<file path="src/lpd_pkg.sv">
// ----------------------------------------------------------------------------
// lpd_pkg
// Shared types and constants of the length-prefixed deframer.
// ----------------------------------------------------------------------------
package lpd_pkg;

	localparam int RX_BUFFER_BYTES    = 8192;
	localparam int HEADER_BYTES       = 3;
	localparam int LENGTH_FIELD_BYTES = 2;

	// byte positions stay below the buffer size
	localparam int CNT_W   = $clog2(RX_BUFFER_BYTES);
	localparam int SIZE_W  = 17;
	localparam int INDEX_W = 13;

	localparam logic [SIZE_W-1:0] SIZE_LIMIT  = SIZE_W'(RX_BUFFER_BYTES - HEADER_BYTES);
	localparam logic [SIZE_W-1:0] HEADER_SIZE = SIZE_W'(HEADER_BYTES);

	localparam int QUEUE_DEPTH = 2;
	localparam int QPTR_W      = $clog2(QUEUE_DEPTH);

	localparam logic KIND_BYTE      = 1'b0;
	localparam logic KIND_RECONNECT = 1'b1;

	localparam logic [1:0] ST_ACCEPT  = 2'd0;
	localparam logic [1:0] ST_DISCARD = 2'd1;
	localparam logic [1:0] ST_OVERRUN = 2'd2;

	typedef struct packed {
		logic       kind;
		logic [7:0] data;
	} item_t;

endpackage

</file>
<file path="src/lpd_front.sv">
// ----------------------------------------------------------------------------
// lpd_front
// Input stage: accepts stream items, classifies them and hands them to the queue.
// ----------------------------------------------------------------------------
module lpd_front (
	input  logic                clk,
	input  logic                arst_n,
	input  logic                in_valid,
	output logic                in_ready,
	input  logic                func,
	input  logic [7:0]          rx_byte,
	output logic                push,
	output lpd_pkg::item_t      push_item,
	input  logic                push_ready
);

	logic           valid_s1;
	lpd_pkg::item_t item_s1;
	logic           take;

	assign in_ready  = !valid_s1 || push_ready;
	assign take      = in_valid && in_ready;
	assign push      = valid_s1;
	assign push_item = item_s1;

	always_ff @(posedge clk or negedge arst_n) begin
		if (!arst_n) begin
			valid_s1 <= 1'b0;
		end else if (in_ready) begin
			valid_s1 <= in_valid;
		end
	end

	always_ff @(posedge clk) begin
		if (take) begin
			// reconnect carries no byte
			item_s1.kind <= func ? lpd_pkg::KIND_RECONNECT : lpd_pkg::KIND_BYTE;
			item_s1.data <= func ? 8'd0 : rx_byte;
		end
	end

endmodule

</file>
<file path="src/lpd_queue.sv">
// ----------------------------------------------------------------------------
// lpd_queue
// Short register queue between the input stage and the framing stage.
// ----------------------------------------------------------------------------
module lpd_queue (
	input  logic           clk,
	input  logic           arst_n,
	input  logic           push,
	input  lpd_pkg::item_t push_item,
	output logic           push_ready,
	output logic           pop_valid,
	output lpd_pkg::item_t pop_item,
	input  logic           pop
);

	lpd_pkg::item_t                 slot_q [lpd_pkg::QUEUE_DEPTH];
	logic [lpd_pkg::QPTR_W-1:0]     wr_ptr_q;
	logic [lpd_pkg::QPTR_W-1:0]     rd_ptr_q;
	logic [lpd_pkg::QPTR_W:0]       fill_q;
	logic                           do_push;
	logic                           do_pop;

	assign push_ready = fill_q != (lpd_pkg::QPTR_W+1)'(lpd_pkg::QUEUE_DEPTH);
	assign pop_valid  = fill_q != '0;
	assign pop_item   = slot_q[rd_ptr_q];
	assign do_push    = push && push_ready;
	assign do_pop     = pop && pop_valid;

	always_ff @(posedge clk or negedge arst_n) begin
		if (!arst_n) begin
			wr_ptr_q <= '0;
			rd_ptr_q <= '0;
			fill_q   <= '0;
		end else begin
			if (do_push) begin
				wr_ptr_q <= (wr_ptr_q == lpd_pkg::QPTR_W'(lpd_pkg::QUEUE_DEPTH - 1)) ?
					'0 : wr_ptr_q + 1'b1;
			end
			if (do_pop) begin
				rd_ptr_q <= (rd_ptr_q == lpd_pkg::QPTR_W'(lpd_pkg::QUEUE_DEPTH - 1)) ?
					'0 : rd_ptr_q + 1'b1;
			end
			if (do_push && !do_pop) begin
				fill_q <= fill_q + 1'b1;
			end else if (do_pop && !do_push) begin
				fill_q <= fill_q - 1'b1;
			end
		end
	end

	always_ff @(posedge clk) begin
		if (do_push) begin
			slot_q[wr_ptr_q] <= push_item;
		end
	end

endmodule

</file>
<file path="src/lpd_back.sv">
// ----------------------------------------------------------------------------
// lpd_back
// Framing stage: tracks header and payload position and registers each result.
// ----------------------------------------------------------------------------
module lpd_back (
	input  logic                          clk,
	input  logic                          arst_n,
	input  logic                          pop_valid,
	input  lpd_pkg::item_t                pop_item,
	output logic                          pop,
	output logic                          out_valid,
	input  logic                          out_ready,
	output logic [7:0]                    data_byte,
	output logic [7:0]                    msg_type,
	output logic [lpd_pkg::INDEX_W-1:0]   byte_index,
	output logic                          first_of_message,
	output logic                          last_of_message,
	output logic [1:0]                    status
);

	logic [lpd_pkg::CNT_W-1:0]  count_q;
	logic [7:0]                 type_q;
	logic [7:0]                 len_low_q;
	logic [lpd_pkg::CNT_W-1:0]  size_q;
	logic                       link_down_q;
	logic                       out_valid_q;

	logic [7:0]                 data_q;
	logic [7:0]                 msg_type_q;
	logic [lpd_pkg::INDEX_W-1:0] index_q;
	logic                       first_q;
	logic                       last_q;
	logic [1:0]                 status_q;

	logic [lpd_pkg::SIZE_W-1:0] size_sum;
	logic                       overrun;
	logic [lpd_pkg::CNT_W:0]    next_pos;
	logic                       payload_last;

	assign pop = pop_valid && (!out_valid_q || out_ready);

	assign size_sum = lpd_pkg::SIZE_W'({pop_item.data, len_low_q}) +
		lpd_pkg::SIZE_W'(lpd_pkg::LENGTH_FIELD_BYTES);
	assign overrun      = size_sum > lpd_pkg::SIZE_LIMIT;
	assign next_pos     = {1'b0, count_q} + 1'b1;
	assign payload_last = next_pos >= {1'b0, size_q};

	always_ff @(posedge clk or negedge arst_n) begin
		if (!arst_n) begin
			count_q     <= '0;
			type_q      <= '0;
			len_low_q   <= '0;
			size_q      <= '0;
			link_down_q <= 1'b0;
			out_valid_q <= 1'b0;
		end else begin
			if (out_ready) begin
				out_valid_q <= 1'b0;
			end
			if (pop) begin
				out_valid_q <= 1'b1;
				if (pop_item.kind == lpd_pkg::KIND_RECONNECT) begin
					link_down_q <= 1'b0;
					count_q     <= '0;
					type_q      <= '0;
					len_low_q   <= '0;
					size_q      <= '0;
				end else if (!link_down_q) begin
					if (count_q == lpd_pkg::CNT_W'(0)) begin
						type_q  <= pop_item.data;
						count_q <= lpd_pkg::CNT_W'(1);
					end else if (count_q == lpd_pkg::CNT_W'(1)) begin
						len_low_q <= pop_item.data;
						count_q   <= lpd_pkg::CNT_W'(2);
					end else if (count_q == lpd_pkg::CNT_W'(2)) begin
						if (overrun) begin
							link_down_q <= 1'b1;
							count_q     <= '0;
						end else begin
							size_q <= lpd_pkg::CNT_W'(size_sum);
							// lengths of zero or one end with the header
							count_q <= (size_sum <= lpd_pkg::HEADER_SIZE) ?
								'0 : lpd_pkg::CNT_W'(lpd_pkg::HEADER_BYTES);
						end
					end else begin
						count_q <= payload_last ? '0 : lpd_pkg::CNT_W'(next_pos);
					end
				end
			end
		end
	end

	always_ff @(posedge clk) begin
		if (pop) begin
			data_q     <= pop_item.data;
			msg_type_q <= 8'd0;
			index_q    <= '0;
			first_q    <= 1'b0;
			last_q     <= 1'b0;
			status_q   <= lpd_pkg::ST_ACCEPT;
			if (pop_item.kind == lpd_pkg::KIND_RECONNECT) begin
				data_q <= 8'd0;
			end else if (link_down_q) begin
				status_q <= lpd_pkg::ST_DISCARD;
			end else begin
				index_q <= lpd_pkg::INDEX_W'(count_q);
				if (count_q == lpd_pkg::CNT_W'(0)) begin
					msg_type_q <= pop_item.data;
					first_q    <= 1'b1;
				end else if (count_q == lpd_pkg::CNT_W'(1)) begin
					msg_type_q <= type_q;
				end else if (count_q == lpd_pkg::CNT_W'(2)) begin
					msg_type_q <= type_q;
					if (overrun) begin
						status_q <= lpd_pkg::ST_OVERRUN;
					end else begin
						last_q <= size_sum <= lpd_pkg::HEADER_SIZE;
					end
				end else begin
					msg_type_q <= type_q;
					last_q     <= payload_last;
				end
			end
		end
	end

	assign out_valid        = out_valid_q;
	assign data_byte        = data_q;
	assign msg_type         = msg_type_q;
	assign byte_index       = index_q;
	assign first_of_message = first_q;
	assign last_of_message  = last_q;
	assign status           = status_q;

	a_overrun_drops_link: assert property (@(posedge clk) disable iff (!arst_n)
		pop && pop_item.kind == lpd_pkg::KIND_BYTE && !link_down_q &&
		count_q == lpd_pkg::CNT_W'(2) && overrun |=> link_down_q)
		else $error("overrun did not take the link down");

	a_down_at_header: assert property (@(posedge clk) disable iff (!arst_n)
		link_down_q |-> count_q == '0)
		else $error("framing position not at header while link down");

	a_first_is_type: assert property (@(posedge clk) disable iff (!arst_n)
		out_valid_q && first_q |-> index_q == '0 && status_q == lpd_pkg::ST_ACCEPT && !last_q)
		else $error("first mark on a byte other than the type byte");

	a_discard_clean: assert property (@(posedge clk) disable iff (!arst_n)
		out_valid_q && status_q != lpd_pkg::ST_ACCEPT |-> !last_q && !first_q)
		else $error("message marks on a discarded or overrun byte");

endmodule

</file>
<file path="src/length_prefixed_deframer.sv">
// ----------------------------------------------------------------------------
// length_prefixed_deframer
// Splits a byte stream into type/length-prefixed messages and tags each byte.
// ----------------------------------------------------------------------------
// Input channel (in_valid/in_ready): func selects a stream byte (0) or a
// reconnect (1); rx_byte holds the byte. Output channel (out_valid/out_ready):
// one result per input transaction, in order, carrying the byte, its message
// type, its index within the message, first/last marks and a status.
// Throughput is one transaction per cycle while out_ready stays high; the
// framing state is updated once per byte, and only receiver stalls slow it.
// An accepted item is registered in the input stage, enters the two-entry
// queue and is framed from there into the output register.
// A message larger than the receive buffer minus three bytes reports an
// overrun on its second length byte and drops the link; later bytes come out
// marked discarded until a reconnect transaction restores the link.
// Reset (arst_n low) empties the pipeline, clears the framing position and
// brings the link up. When the receiver stalls, the result holds in the output
// register, the queue fills, and then in_ready falls; no transaction is lost.
// ----------------------------------------------------------------------------
module length_prefixed_deframer (
	input  logic                          clk,
	input  logic                          arst_n,
	input  logic                          in_valid,
	output logic                          in_ready,
	input  logic                          func,
	input  logic [7:0]                    rx_byte,
	output logic                          out_valid,
	input  logic                          out_ready,
	output logic [7:0]                    data_byte,
	output logic [7:0]                    msg_type,
	output logic [lpd_pkg::INDEX_W-1:0]   byte_index,
	output logic                          first_of_message,
	output logic                          last_of_message,
	output logic [1:0]                    status
);

	logic           push;
	lpd_pkg::item_t push_item;
	logic           push_ready;
	logic           pop_valid;
	lpd_pkg::item_t pop_item;
	logic           pop;

	lpd_front u_front (
		.clk        (clk),
		.arst_n     (arst_n),
		.in_valid   (in_valid),
		.in_ready   (in_ready),
		.func       (func),
		.rx_byte    (rx_byte),
		.push       (push),
		.push_item  (push_item),
		.push_ready (push_ready)
	);

	lpd_queue u_queue (
		.clk        (clk),
		.arst_n     (arst_n),
		.push       (push),
		.push_item  (push_item),
		.push_ready (push_ready),
		.pop_valid  (pop_valid),
		.pop_item   (pop_item),
		.pop        (pop)
	);

	lpd_back u_back (
		.clk              (clk),
		.arst_n           (arst_n),
		.pop_valid        (pop_valid),
		.pop_item         (pop_item),
		.pop              (pop),
		.out_valid        (out_valid),
		.out_ready        (out_ready),
		.data_byte        (data_byte),
		.msg_type         (msg_type),
		.byte_index       (byte_index),
		.first_of_message (first_of_message),
		.last_of_message  (last_of_message),
		.status           (status)
	);

endmodule

</file>
<file path="config.mk">
export PLATFORM = sky130hd
export DESIGN_NAME = length_prefixed_deframer
export DESIGN_NICKNAME = d
export VERILOG_FILES = /design/src/lpd_pkg.sv /design/src/lpd_front.sv /design/src/lpd_queue.sv /design/src/lpd_back.sv /design/src/length_prefixed_deframer.sv
export SDC_FILE = /design/constraint.sdc
export NUM_CORES = 1
export LEC_CHECK = 0
export ABC_AREA = 1
export BUFFER_PORTS_ARGS = -buffer_cell sky130_fd_sc_hd__buf_2
export CAP_MARGIN = 15
export CORE_MARGIN = 5
export CORE_UTILIZATION = 27
export DETAILED_ROUTE_END_ITERATION = 8
export MAX_ROUTING_LAYER = met4
export PLACE_DENSITY = 0.52
export REMOVE_ABC_BUFFERS = 1
export SLEW_MARGIN = 20
export SYNTH_ARGS = -nofsm -noshare
export SYNTH_HDL_FRONTEND = slang
export SYNTH_SLANG_ARGS = --single-unit
</file>
<file path="constraint.sdc">
create_clock -name clk -period 5.9 [get_ports clk]
set_clock_uncertainty 0.15 [all_clocks]
set_input_delay 1.18 -clock clk [delete_from_list [all_inputs] [get_ports clk]]
set_output_delay 1.18 -clock clk [all_outputs]
set_load 0.01 [all_outputs]
</file>
Word level (Yosys, flattened, before mapping)
Memory sizes are Yosys's and may differ from the RTL's.
Cells that the tools add are included.
W data, S select, Z words.
{ "word_totals": {"register_bits": 91, "ram_bits": 18, "in_bits": 13, "out_inout_bits": 35, "elab_cells": 105, "mem_count": 1} }
{ "memory_table": {"columns": ["name", "words", "width", "read_ports", "rd_clocked_by_memory_dff", "wr", "line_no", "source"], "rows": [
  ["u_queue.slot_q", 2, 9, 1, 0, 1, "lpd_queue.sv:16", "lpd_pkg::item_t slot_q [lpd_pkg::QUEUE_DEPTH];"]
]} }
{ "op_classes": {"add_sub_neg": 6, "order_cmp": 3, "n_eq_ne": 7, "muxes": 44, "bitwise_logic": 1, "n_reduce_logical": 24} }
{ "op_table": {"columns": ["cell", "count"], "rows": [
  ["$mux W13", 13],
  ["$mux W8", 7],
  ["$mux W1", 20],
  ["$add A16 B2 Y17 const B", 1],
  ["$gt A17 B13 Y1 const B", 1],
  ["$le A17 B2 Y1 const B", 1],
  ["$add A13 B1 Y14 const B", 1],
  ["$ge A14 B13 Y1", 1],
  ["$eq A13 B1 Y1 const B", 1],
  ["$eq A13 B2 Y1 const B", 1],
  ["$logic_not A13 Y1", 1],
  ["$ne A2 B2 Y1 const B", 5],
  ["$reduce_bool A2 Y1", 5],
  ["$mux W2", 4],
  ["$logic_and A1 B1 Y1", 6],
  ["$reduce_and A6 Y1", 1],
  ["$reduce_or A5 Y1", 1],
  ["$logic_not A1 Y1", 4],
  ["$reduce_and A4 Y1", 1],
  ["$reduce_or A4 Y1", 1],
  ["$add A1 B1 Y1 const B", 2],
  ["$add A2 B1 Y2 const B", 1],
  ["$logic_or A1 B1 Y1", 2],
  ["$reduce_and A2 Y1", 1],
  ["other kinds (3)", 3]
]} }

Depth between registers and ports, before layout
An unclocked memory read counts as a cell.
{ "logic_depth": {"depth_word": 10, "depth_mapped": 19, "ltp_nobuf": 19} }

By module
From an unflattened synthesis, not the netlist that was laid out.
{ "unflattened": {"cells_unflattened": 653, "hier_area_um2": 5759.3} }
{ "modules_own_cells": {"columns": ["module", "instances", "cells_each", "area_per_inst_um2", "seq_area_each_um2"], "rows": [
  ["lpd_back", 1, 546, 4480.5, 2092.0],
  ["lpd_queue", 1, 75, 892.1, 640.6],
  ["lpd_front", 1, 32, 386.6, 295.3]
]} }

Least setup slack after synthesis
No wires, ideal clock.
{ "synth_timing": {"path_type": "in2reg", "startpoint": "input port out_ready", "endpoint": "register u_back.index_q (netlist bit u_back.byte_index[0]), enable pin", "t_arrival_ps": 2574, "setup_slack_ps": 2765, "cell_stages": 3, "cell_sequence": "nor2_1 a21oi_1 clkbuf_1"} }
{ "synth_between": {"elab_chain_cells": 2} }
{ "synth_lines": {"columns": ["element", "line_no", "source"], "rows": [
  ["start: declaration", "length_prefixed_deframer.sv:28", "input logic out_ready,"],
  ["$logic_or A1 B1 Y1", "lpd_back.sv:40", "assign pop = pop_valid && (!out_valid_q || out_ready);"],
  ["$logic_and A1 B1 Y1", "lpd_back.sv:40", null],
  ["net pop", "length_prefixed_deframer.sv:42", "logic pop;"],
  ["end signal: assignment", "lpd_back.sv:106", "index_q <= lpd_pkg::INDEX_W'(count_q);"],
  ["end: declaration", "lpd_back.sv:30", "logic [lpd_pkg::INDEX_W-1:0] index_q;"]
]} }
The timed path passes the listed nets, and every way through them passes these cells.
A chain may end at the register's enable or synchronous reset.

Final worst setup path
{ "layout_timing": {"startpoint": "input port out_ready", "endpoint": "register u_back.len_low_q[3]"} }
{ "layout_between": {"elab_chain_cells": 3} }
{ "layout_lines": {"columns": ["element", "line_no", "source"], "rows": [
  ["$logic_or A1 B1 Y1", "lpd_back.sv:40", null],
  ["$logic_and A1 B1 Y1", "lpd_back.sv:40", null],
  ["$reduce_and A4 Y1 (no line)", null, null],
  ["end signal: assignment", "lpd_back.sv:73", "len_low_q <= pop_item.data;"],
  ["end: declaration", "lpd_back.sv:23", "logic [7:0] len_low_q;"]
]} }
No other way between the ends.

==> qor.log <==
[run_status] status finished, final reports clean
[sta] Rel. slew slack 0.456
[sta] Final Slew Violations 0
[pwr] logic gate share of total power 0.403
[grt] initial antenna violation count 0
[clock_network] CTS tree done
[cells_and_area] fraction of final layout cells with drive strength greater than 1 0.159
[synthesis] ranking of synthesized cells by area sky130_fd_sc_hd__edfxtp_1, sky130_fd_sc_hd__dfrtp_1, sky130_fd_sc_hd__nand2_1
[setup_path] Max FO, Critical Path 45
[cells_and_area] final-stage net count 720
[clock_network] insertion delay of the later-clocked pin in the worst-skew pair 0.36 ns
[synthesis] share of Yosys cell area claimed by the top area cell type 0.312
[clock_network] number of buffers added for setup after CTS 0
[setup_path] Data required, critical path 6.00 ns
[synthesis] post-synthesis mux area share 0.00195
[cells_and_area] antenna diode count 0
[synthesis] cell type with the highest aggregate area in the netlist sky130_fd_sc_hd__edfxtp_1
[drt] aggregate routed wire length 12500 um
[cells_and_area] post-layout instance area 0.00662 mm2
[grt] Most Used Layer, Global Route met2
[clock_network] total CTS buffers 9
[setup_path] Setup Crit Path Kind input pin to flop
[clock_network] cell at the root of the clock tree sky130_fd_sc_hd__clkbuf_16
[sta] hold slack final 0.291 ns
[placed_design] Routability Congestion 0.813
[pwr] Int Power 1.83 mW
[die] core region area 0.0210 mm2
[sta] Min Clock Period, post-route 3.42 ns
[pwr] Static Leak 3.07 nW
[synthesis] register area share after synthesis 0.524
[grt] vias in the first global route 4238
[clock_network] buffer levels on the longest clock path 2
[pwr] proportion of power drawn by the clock network 0.207
[drt] violation count after the first detailed-routing iteration 184
[synthesis] Post-Synth XOR/XNOR Area 0.0212
[die] number of cell rows 53
[setup_path] category of the worst setup path capture point flop
[sta] RSZ-0062 raised after global routing no
[hold_path] path category of the worst min-delay check flop to flop
[setup_path] Arrival @ worst endpoint 3.52 ns
[setup_path] delay-heaviest family, CP simple AND/OR/NAND/NOR gates
[drt] vias per cell 4.34
[pwr] overall power after layout 3.15 mW
[clock_network] Max H-tree Level 3
[grt] met1 track demand over resource 0.133
[cells_and_area] final design utilization 0.315
[clock_network] Gates resized, CTS repair 0
[setup_path] maximum cell stage delay along the critical path 0.76 ns
[sta] Final Hold Viols 0
[sta] setup slack of the critical path after layout 2.48 ns
[setup_path] cell type of the slowest stage on the worst timing path sky130_fd_sc_hd__nor3_2
[cells_and_area] Layout Cells excl Fill 965
[drt] number of detailed-routing iterations run before antenna repair 4
[synthesis] largest family of logic cells by synthesized area simple AND/OR/NAND/NOR gates
[setup_path] cell-by-cell trace of the critical path buf_2, nor2_1, a21oi_4, buf_4, nand2_1, nor3_2, mux2_2
[die] floorplan die area 0.0244 mm2
[synthesis] Mean Syn Cell Area 9.02 um2
[synthesis] total standard cell area after synthesis 0.00577 mm2
[setup_path] Worst setup SP type input pin
[grt] first-pass GRT wire length 20800 um
[clock_network] clock transition at the register clock pins on the worst setup and hold paths after CTS 0.08 ns
[sta] slew at the pin closest to its max-slew limit 0.813 ns
[grt] largest net degree at the start of global routing 50
[pwr] switching fraction of total power 0.420
[drt] DRC Markers 0
[setup_path] Critical path buffers and inverters 2
[grt] total global routing overflow 0
[grt] met3 layer usage reported by global route 0.0254
[synthesis] number of storage elements in the synthesis netlist 109
[synthesis] Synth Area in Adders 0.0477
[sta] share of the clock period used by the worst path after layout 0.580
[sta] total negative slack for setup checks 0 ns
[grt] Tot GR Track Use 0.109
[die] die height 156 um
[placed_design] placed cell count 949
[placed_design] port bufs 47
[synthesis] complex-gate fraction of the synthesized area 0.0650
[cells_and_area] layout overhead on the synthesized area 14.6%
[placed_design] post-placement worst setup slack 2.06 ns
[drt] post-route antenna net violation count 0
[clock_network] number of sinks driven by the clock tree 109
[synthesis] count of different cell masters after synthesis 36
[pwr] highest ir drop seen on vdd 0.302 mV
[sta] highest attainable clock frequency 292 MHz
[synthesis] post-synthesis cell count 640
[grt] met2 global-route usage 0.185
[synthesis] post-synthesis simple-gate area fraction 0.257
[sta] final setup vio count 0
[die] Starting Density 0.275
[run] number of violations of the max-capacitance limit 0
[drt] average routed wire per standard cell 12.9 um
[die] number of I/O pins 48
[placed_design] dpl hpwl 9350 um
[die] Die Span X 156 um
[clock_network] CTS hold repair buffers 0
[pwr] Sequential Power Share 0.390
[cells_and_area] number of fill cells 2193
[synthesis] Yosys warning count 0
[pwr] PD cells 476 mW/mm2
[drt] via count of the routed design 4188
[pwr] switching power 1.32 mW
[placed_design] area post-placement 0.00629 mm2
## worst paths after layout
kind | startpoint | endpoint | slack (ns) | cells after the start
max | out_ready | u_back.len_low_q[3]$_DFFE_PN0P_ | 2.48 | 7
min | u_front.push_item[6]$_SDFFCE_PP0P_ | u_queue.slot_q[1][6]$_DFFE_PP_ | 0.29 | 0
max reg2reg | u_back.count_q[0]$_DFFE_PN0P_ | u_back.count_q[4]$_DFFE_PN0P_ | 2.53 | 16
min reg2reg | u_front.push_item[6]$_SDFFCE_PP0P_ | u_queue.slot_q[1][6]$_DFFE_PP_ | 0.29 | 0
max in group asynchronous | arst_n | u_back.size_q[3]$_DFFE_PN0P_ | 4.34 | 2
min in group asynchronous | arst_n | u_queue.fill_q[0]$_DFFE_PN0P_ | 0.78 | 2
## cell usage after synthesis (all sizes together)
master / number
clkbuf: 8
nor2: 85
a21oi: 20
mux2: 1
nand4: 22
o21bai: 2
inv: 101
o22ai: 5
nor4: 4
edfxtp: 60
nand2: 140
nand3b: 1
o21ai: 27
dfrtp: 49
a211oi: 1
xnor2: 2
o32ai: 1
clkinv: 1
a22o: 8
nor3: 10
ha: 22
buf: 8
nand3: 49
xor2: 12
o211ai: 1
## power groups by stage
stage                     Sequential (mW)  Clock [mW]  Combinational, mW
after floorplan                      1.29           0              0.815
after global placement               1.25           0               1.29
after detailed placement             1.25           0               1.29
after CTS                            1.24       0.671               1.30
after global routing                 1.26       0.707               1.44
final                                1.23       0.651               1.27
## worst reg2reg max path, cell delays in order (launching register included)
cell and delay, ns:
sky130_fd_sc_hd__dfrtp_1 0.44, sky130_fd_sc_hd__inv_1 0.16, sky130_fd_sc_hd__nor2_1 0.20, sky130_fd_sc_hd__nand3_1 0.13, sky130_fd_sc_hd__nor3_1 0.36, sky130_fd_sc_hd__nand2_1 0.12, sky130_fd_sc_hd__xor2_1 0.26, sky130_fd_sc_hd__ha_1 0.30
sky130_fd_sc_hd__nand2_1 0.12, sky130_fd_sc_hd__nor2_1 0.06, sky130_fd_sc_hd__nor3_1 0.13, sky130_fd_sc_hd__nor2_1 0.07, sky130_fd_sc_hd__nor2_1 0.08, sky130_fd_sc_hd__nand3_1 0.15, sky130_fd_sc_hd__inv_1 0.22, sky130_fd_sc_hd__nand2_1 0.18
sky130_fd_sc_hd__o22ai_1 0.15
## layout make-up
cell class | instances | area [um2] | share of cell area
multi-input combinational | 413 | 2280 | 0.345
timing repair buffer | 50 | 258 | 0.0390
clock inverter | 7 | 97.6 | 0.0148
sequential | 109 | 3030 | 0.458
clock buffer | 9 | 225 | 0.0340
tap | 275 | 344 | 0.0520
inverter | 102 | 383 | 0.0579
## kinds of logic after synthesis
| family | after synthesis |
|---|---|
| xor+xnor | 14 |
| simple gates | 311 |
| fa+ha+maj | 22 |
| mux | 1 |
| compound gates | 65 |
| buf+inv | 118 |
| flops | 109 |
## state kept, by name (all words and copies together) (netlist names)
name,count
u_back.byte_index,13
u_back.count_q,13
u_back.data_byte,8
u_back.first_of_message,1
u_back.last_of_message,1
u_back.len_low_q,8
u_back.link_down_q,1
u_back.msg_type,8
u_back.out_valid,1
u_back.size_q,13
u_back.status,2
u_back.type_q,8
u_front.push,1
u_front.push_item,9
u_queue.fill_q,2
u_queue.rd_ptr_q,1
u_queue.slot_q,18
u_queue.wr_ptr_q,1
## cells in the final DEF, fill, tap and decap left out, types with 19 or more instances in the layout
cell,instances
sky130_fd_sc_hd__a21oi_1,19
sky130_fd_sc_hd__inv_1,99
sky130_fd_sc_hd__ha_1,22
sky130_fd_sc_hd__o21ai_0,26
sky130_fd_sc_hd__nand4_1,22
sky130_fd_sc_hd__dfrtp_1,49
sky130_fd_sc_hd__nand3_1,39
sky130_fd_sc_hd__nor2_1,75
sky130_fd_sc_hd__edfxtp_1,60
sky130_fd_sc_hd__buf_2,47
sky130_fd_sc_hd__nand2_1,122
## routing by layer
| metal | share of wire | up-vias |
|---|---|---|
| li1 | - | 2195 |
| met3 | 0.034 | 8 |
| met5 | 0 | - |
| met4 | 0.0060 | 0 |
| met1 | 0.46 | 1917 |
| met2 | 0.50 | 68 |
Note: power is estimated with default switching activity, not from simulation.
